`src/hdl/crt_rc_pkg.sv`:
```
// Shared types, constants and codes for the CRT recombine-and-carry block.
// No dependencies; every other file imports this package.
package crt_rc_pkg;

	localparam int RES_W      = 62;   // residue, modulus and inverse width
	localparam int LIMB_W     = 64;
	localparam int IDX_W      = 16;   // limb_index port width
	localparam int LIM_W      = 17;   // limb_limit and window base width
	localparam int OFF_W      = 6;    // bit offset inside window[0]
	localparam int CNT_W      = 6;    // step counter, covers RES_W steps
	localparam int C_W        = 125;  // rebuilt coefficient, d*P0 + r0 < 2^125
	localparam int HALF_W     = 32;   // multiplier operand width
	localparam int WIN_DEPTH  = 4;
	localparam int WIN_IDX_W  = 2;
	localparam int SHIFT_BITS = 45;
	localparam int MAX_LIMBS  = 65536;

	localparam logic [LIM_W-1:0] BASE_MAX  = '1;
	localparam logic [CNT_W-1:0] LAST_BIT  = CNT_W'(RES_W - 1);
	localparam logic [CNT_W-1:0] LAST_PP   = CNT_W'(4);
	localparam logic [CNT_W-1:0] LAST_LIMB = CNT_W'(WIN_DEPTH - 1);

	typedef enum logic [1:0] {
		REG_MODULUS_A,
		REG_MODULUS_B,
		REG_INVERSE,
		REG_LIMB_LIMIT
	} cfg_reg_t;

	typedef enum logic [3:0] {
		OP_NONE,
		OP_LOAD,
		OP_SLIDE,
		OP_MOD_A,
		OP_SAVE,
		OP_MOD_B,
		OP_DIFF,
		OP_MM_DBL,
		OP_MM_ADD,
		OP_MUL,
		OP_ADD,
		OP_FLUSH
	} dp_op_t;

	typedef enum logic [3:0] {
		S_IDLE,
		S_SLIDE,
		S_MOD_A,
		S_SAVE,
		S_MOD_B,
		S_DIFF,
		S_MM_DBL,
		S_MM_ADD,
		S_MUL,
		S_ADD,
		S_FLUSH
	} ctl_state_t;

	typedef struct packed {
		dp_op_t           op;
		logic [CNT_W-1:0] cnt;
	} dp_cmd_t;

	typedef struct packed {
		logic             pend;
		logic             out_free;
		logic             final_coeff;
		logic [OFF_W-1:0] off;
	} dp_stat_t;

endpackage

```
`src/hdl/crt_rc_ctrl.sv`:
```
// Controller: sequences load, slide, residue reduction, Garner multiply,
// coefficient multiply, window add and flush. Depends on crt_rc_pkg.
module crt_rc_ctrl
	import crt_rc_pkg::*;
(
	input  logic     clk,
	input  logic     arst_n,
	input  logic     in_valid,
	output logic     in_ready,
	input  dp_stat_t stat,
	output dp_cmd_t  cmd
);

	ctl_state_t       state_q, state_nx;
	logic [CNT_W-1:0] cnt_q, cnt_nx;

	always_ff @(posedge clk or negedge arst_n) begin
		if (!arst_n) begin
			state_q <= S_IDLE;
			cnt_q   <= '0;
		end else begin
			state_q <= state_nx;
			cnt_q   <= cnt_nx;
		end
	end

	always_comb begin
		state_nx = state_q;
		cnt_nx   = cnt_q;
		in_ready = 1'b0;
		cmd.op   = OP_NONE;
		cmd.cnt  = cnt_q;
		unique case (state_q)
			S_IDLE: begin
				in_ready = 1'b1;
				if (in_valid) begin
					cmd.op   = OP_LOAD;
					state_nx = S_SLIDE;
					cnt_nx   = '0;
				end
			end
			S_SLIDE: begin
				if (!stat.pend) begin
					state_nx = S_MOD_A;
				end else if (stat.out_free) begin
					cmd.op   = OP_SLIDE;
					state_nx = S_MOD_A;
				end
			end
			S_MOD_A: begin
				cmd.op = OP_MOD_A;
				if (cnt_q == LAST_BIT) begin
					state_nx = S_SAVE;
					cnt_nx   = '0;
				end else begin
					cnt_nx = cnt_q + 1'b1;
				end
			end
			S_SAVE: begin
				cmd.op   = OP_SAVE;
				state_nx = S_MOD_B;
			end
			S_MOD_B: begin
				cmd.op = OP_MOD_B;
				if (cnt_q == LAST_BIT) begin
					state_nx = S_DIFF;
					cnt_nx   = '0;
				end else begin
					cnt_nx = cnt_q + 1'b1;
				end
			end
			S_DIFF: begin
				cmd.op   = OP_DIFF;
				state_nx = S_MM_DBL;
			end
			S_MM_DBL: begin
				cmd.op   = OP_MM_DBL;
				state_nx = S_MM_ADD;
			end
			S_MM_ADD: begin
				cmd.op = OP_MM_ADD;
				if (cnt_q == LAST_BIT) begin
					state_nx = S_MUL;
					cnt_nx   = '0;
				end else begin
					state_nx = S_MM_DBL;
					cnt_nx   = cnt_q + 1'b1;
				end
			end
			S_MUL: begin
				cmd.op = OP_MUL;
				if (cnt_q == LAST_PP) begin
					state_nx = S_ADD;
					cnt_nx   = '0;
				end else begin
					cnt_nx = cnt_q + 1'b1;
				end
			end
			S_ADD: begin
				cmd.op = OP_ADD;
				if (cnt_q == LAST_LIMB) begin
					state_nx = stat.final_coeff ? S_FLUSH : S_IDLE;
					cnt_nx   = '0;
				end else begin
					cnt_nx = cnt_q + 1'b1;
				end
			end
			S_FLUSH: begin
				if (stat.out_free) begin
					cmd.op = OP_FLUSH;
					if (cnt_q == LAST_LIMB) begin
						state_nx = S_IDLE;
						cnt_nx   = '0;
					end else begin
						cnt_nx = cnt_q + 1'b1;
					end
				end
			end
			default: begin
				state_nx = S_IDLE;
				cnt_nx   = '0;
			end
		endcase
	end

endmodule

```
`config.mk`:
```
export PLATFORM = sky130hd
export DESIGN_NAME = crt_rc_ctrl
export DESIGN_NICKNAME = d
export VERILOG_FILES = /design/src/hdl/crt_rc_pkg.sv /design/src/hdl/crt_rc_ctrl.sv
export SDC_FILE = /design/constraint.sdc
export NUM_CORES = 1
export LEC_CHECK = 0
export BUFFER_PORTS_ARGS = -buffer_cell sky130_fd_sc_hd__clkbuf_2
export CAP_MARGIN = 20
export CORE_AREA = 10 10 54 56
export CTS_CLUSTER_DIAMETER = 200
export DETAILED_ROUTE_END_ITERATION = 8
export DIE_AREA = 0 0 64 66
export PLACE_DENSITY = 0.75
export SYNTH_ARGS = -nofsm -noshare
export SYNTH_HDL_FRONTEND = slang
export SYNTH_SLANG_ARGS = --single-unit
```
`constraint.sdc`:
```
create_clock -name clk -period 2.1 [get_ports clk]
set_input_delay 0.42 -clock clk [delete_from_list [all_inputs] [get_ports clk]]
set_output_delay 0.42 -clock clk [all_outputs]
set_load 0.005 [all_outputs]
```
==> impl_results.rst <==
.. list-table::
   :header-rows: 1

   * - Metric
     - Value
   * - Total core area
     - ~1900 um2
   * - Startpoint of the worst setup timing path
     - state_q[2]
   * - Family with the most delay on the worst path
     - flip-flops
   * - Max clock buf depth
     - 2
   * - Headroom to the max-slew limit
     - 69.8%
   * - Count of port buffers added during placement
     - 16
   * - Clock H-tree levels
     - 1
   * - Initial antenna violation count
     - 0
   * - Aggregate routed wire length
     - between 2000 and 2500 um
   * - Total nets after synthesis
     - between 100 and 150
   * - Die footprint
     - 4220 um2
   * - Critical path, cell by cell
     - buf_4 > a21o_1 > a221oi_1 > clkbuf_2
   * - First-pass DRT Iterations
     - 4
   * - Weighted congestion reported at the end of routability-driven placement
     - just over 0.9
   * - Met1 Track Usage GR
     - about an eighth
   * - Final period utilization
     - a little over nine tenths
   * - Kind of capture point of the worst setup path
     - output port
   * - WS Path Type
     - flip-flop to output port
   * - FF-to-FF Start
     - cnt_q[1]
   * - Met2 usage in global routing
     - between 20% and 30%
   * - WP data required
     - 1680 ps
   * - Final critical delay including setup and external delays
     - between 1500 and 2000 ps
   * - Total congestion overflow after global routing
     - 0
   * - Number of different library cells in the post-synthesis netlist
     - 42
   * - Delay of the slowest critical-path stage
     - 510 ps
   * - Clock tree from TritonCTS
     - done
   * - Hold crit path type
     - primary input to asynchronous set/reset pin
   * - I/O pin cnt
     - 23
   * - Total half-perimeter wirelength after legalization and detailed placement
     - ~1900 um
   * - Initial DRC Count
     - 23
   * - Part of the Yosys area used for sequential elements
     - 26.6%
   * - Number of rows in the core area
     - 16
   * - GRT Max-Usage Layer
     - met2
   * - Total vias in the final route
     - 947
   * - Largest net degree at the start of global routing
     - 14
   * - Arrival time at the worst endpoint
     - about 1600 ps
   * - RSZ-0062 raised after global routing
     - no
   * - Post-synthesis cell type with the largest combined area
     - sky130_fd_sc_hd__dfrtp_1
   * - Synth warnings
     - 0
   * - Detail-routed net length per standard cell
     - 14.4 um
   * - Global routing usage on met3
     - under 10%
   * - Count of final max-slew check failures
     - 0
   * - Maximum fanout count along the critical path
     - 11
   * - Ratio of cells with drive above 1 in the final layout
     - between 20% and 30%
   * - Primary FF master, synth
     - sky130_fd_sc_hd__dfrtp_1
   * - Synth top area cells
     - sky130_fd_sc_hd__dfrtp_1 27%, sky130_fd_sc_hd__o21ai_0 6.9%, sky130_fd_sc_hd__nand2_1 5.2%, sky130_fd_sc_hd__ha_1 4.0%, sky130_fd_sc_hd__a22o_1 3.7%
   * - Startpoint type of the worst setup path
     - flip-flop
   * - Overall fraction of global-route tracks in use
     - around 11%
   * - Number of buffers added by the clock tree synthesis step
     - 3
   * - Clock Root Buffer
     - sky130_fd_sc_hd__clkbuf_4
   * - Slowest cell on the critical path
     - sky130_fd_sc_hd__dfrtp_1
   * - Setup-failing EPs final
     - 0
   * - Number of storage elements in the synthesis netlist
     - 10
   * - Via-per-instance ratio
     - 5.77
   * - Cell area after synthesis
     - roughly 940 um2
   * - Worst-margin pin slew
     - about 450 ps
   * - Routed Antenna Nets
     - 0
   * - Starting density of the core
     - between 40% and 50%
   * - Mean cell area of the mapped netlist
     - roughly 8 um2
   * - Number of enable flip-flop cells after synthesis
     - 0
   * - Worst VDD drop
     - just over 700 uV
   * - Endpoints failing hold
     - 0
   * - Gate count of the mapped netlist
     - about 120
   * - Number of nets in the final layout
     - ~150
   * - Setup TNS
     - 0 ps
   * - Total power
     - between 1 and 1.5 mW
   * - Outcome
     - finished clean
   * - Share of flip-flops with an asynchronous set or reset after synthesis
     - 100%
   * - Chip Height
     - ~66 um
   * - Leakage Power
     - 0.529 nW
   * - Highest achievable clock rate
     - approximately 500 MHz
   * - First-pass GRT wire length
     - approximately 4000 um
   * - Clock slew at the register clock pins of the worst setup and hold paths
     - approximately 70 ps
   * - Bufs and invs on worst path
     - 2
   * - Die Span X
     - roughly 64 um
   * - Number of antenna repair diodes
     - 0
   * - Source-to-sink clock delay at the later pin of the worst-skew pair
     - 270 ps
   * - Vias in the first global route
     - a little under 900
   * - Max-cap violation count
     - 0
   * - Yosys top cell area share
     - a little over a quarter
   * - DRC violations left
     - 0
   * - Synth-to-layout area growth
     - 17.2%
   * - Worst clock skew on the final layout
     - about 4.6 ps
   * - Quantity of hold-fixing buffers added after cts
     - 0
   * - P per Cell Area
     - between 1000 and 1500 nW/um2
   * - Clock sink total
     - 10
report_power, final:
| group | total [mW] | internal [mW] | switching [mW] | leakage (nW) |
|---|---|---|---|---|
| Clock | 0.174 | 0.105 | 0.0691 | 0.0210 |
| Combinational | 0.921 | 0.449 | 0.472 | 0.378 |
| Sequential | 0.369 | 0.247 | 0.122 | 0.130 |
cell families after synthesis:
| kind of cell | after synthesis | synth area share, % |
|---|---|---|
| muxes | 3 | 3.73 |
| AOI/OAI and AO/OA | 39 | 30.5 |
| adders and majority gates | 3 | 4.00 |
| DFF | 10 | 26.6 |
| buffers and inverters | 15 | 7.59 |
| and+or+nand+nor | 46 | 25.7 |
| xor gates and xnor gates | 2 | 1.86 |
cell usage after synthesis (2+ instances only):
master and count:
sky130_fd_sc_hd__nand3_1 5, sky130_fd_sc_hd__nand2_1 13, sky130_fd_sc_hd__nand2b_1 3, sky130_fd_sc_hd__and2_1 3, sky130_fd_sc_hd__a21oi_1 6, sky130_fd_sc_hd__a211o_1 2
sky130_fd_sc_hd__ha_1 3, sky130_fd_sc_hd__o21ai_0 13, sky130_fd_sc_hd__buf_4 3, sky130_fd_sc_hd__buf_2 3, sky130_fd_sc_hd__o22ai_1 2, sky130_fd_sc_hd__clkbuf_1 2
sky130_fd_sc_hd__mux2i_1 2, sky130_fd_sc_hd__a22o_1 4, sky130_fd_sc_hd__inv_1 6, sky130_fd_sc_hd__dfrtp_1 10, sky130_fd_sc_hd__nor2b_1 4, sky130_fd_sc_hd__and3_1 2
sky130_fd_sc_hd__nor2_1 8, sky130_fd_sc_hd__a21o_1 2
worst reg2reg max path: cells and delay by family, from the launching register on:
kind            cells  cell delay (ps)
mux                 1              270
simple gates        2              370
compound gates      2              570
buf+inv             1              100
flops               1              410
fa+ha+maj           1              140
through the flow:
stage               instances  utilization, %  hold WS [ps]  setup WS [ps]  area [um2]
floorplan                 118               -           124            350         940
global placement          160            56.0           302            200        1060
detailed placement        160            56.0           303            161        1060
CTS                       164            57.9          13.4           95.1        1100
global route              164            57.9          10.1         0.0192        1100
finish                    164            57.9          4.91            108        1100
sequential cells by signal, indices dropped and copies added (netlist names):
name     flops
cnt_q        6
state_q      4
path summary, 6_finish.rpt:
check,to,slack (ps),cells after the start
max,cmd[6],110,4
min,cnt_q[4],5,1
max reg2reg,cnt_q[0],120,7
min reg2reg,cnt_q[5],590,2
max in group asynchronous,cnt_q[5],1890,1
min in group clk,state_q[1],530,4
final cells by class:
cell class,count,area (um2)
Fill cell,175,801
Multi-Input combinational cell,93,618
Sequential cell,10,250
Timing Repair Buffer,24,140
Clock buffer,4,36.3
Tap cell,27,33.8
Inverter,6,22.5
layer usage:
layer,up-vias,routed length [um]
met2,11,1230
met1,470,1040
li1,464,-
met3,2,84
met5,-,0
met4,0,8
repair_timing:
item                       in CTS  in global routing
setup endpoints to repair       0                  1
setup buffers                   0                  0
resized for setup               0                  1
cells in the final DEF (no fill, tap or decap), drive strengths merged, types with 2 or more instances in the layout:
cell,netlist,routed
nor2b,4,4
nor2,9,9
a21o,2,2
a211o,2,2
buf,7,8
nand3,5,5
inv,6,6
nand2b,3,3
ha,3,3
and3,2,2
o21ai,13,13
mux2i,2,2
a221oi,2,2
a21oi,6,6
and2,3,3
dfrtp,10,10
o211ai,2,2
nand2,13,13
o22ai,2,2
clkbuf,2,20
a22o,4,4
(Power assumes the default switching activity.)
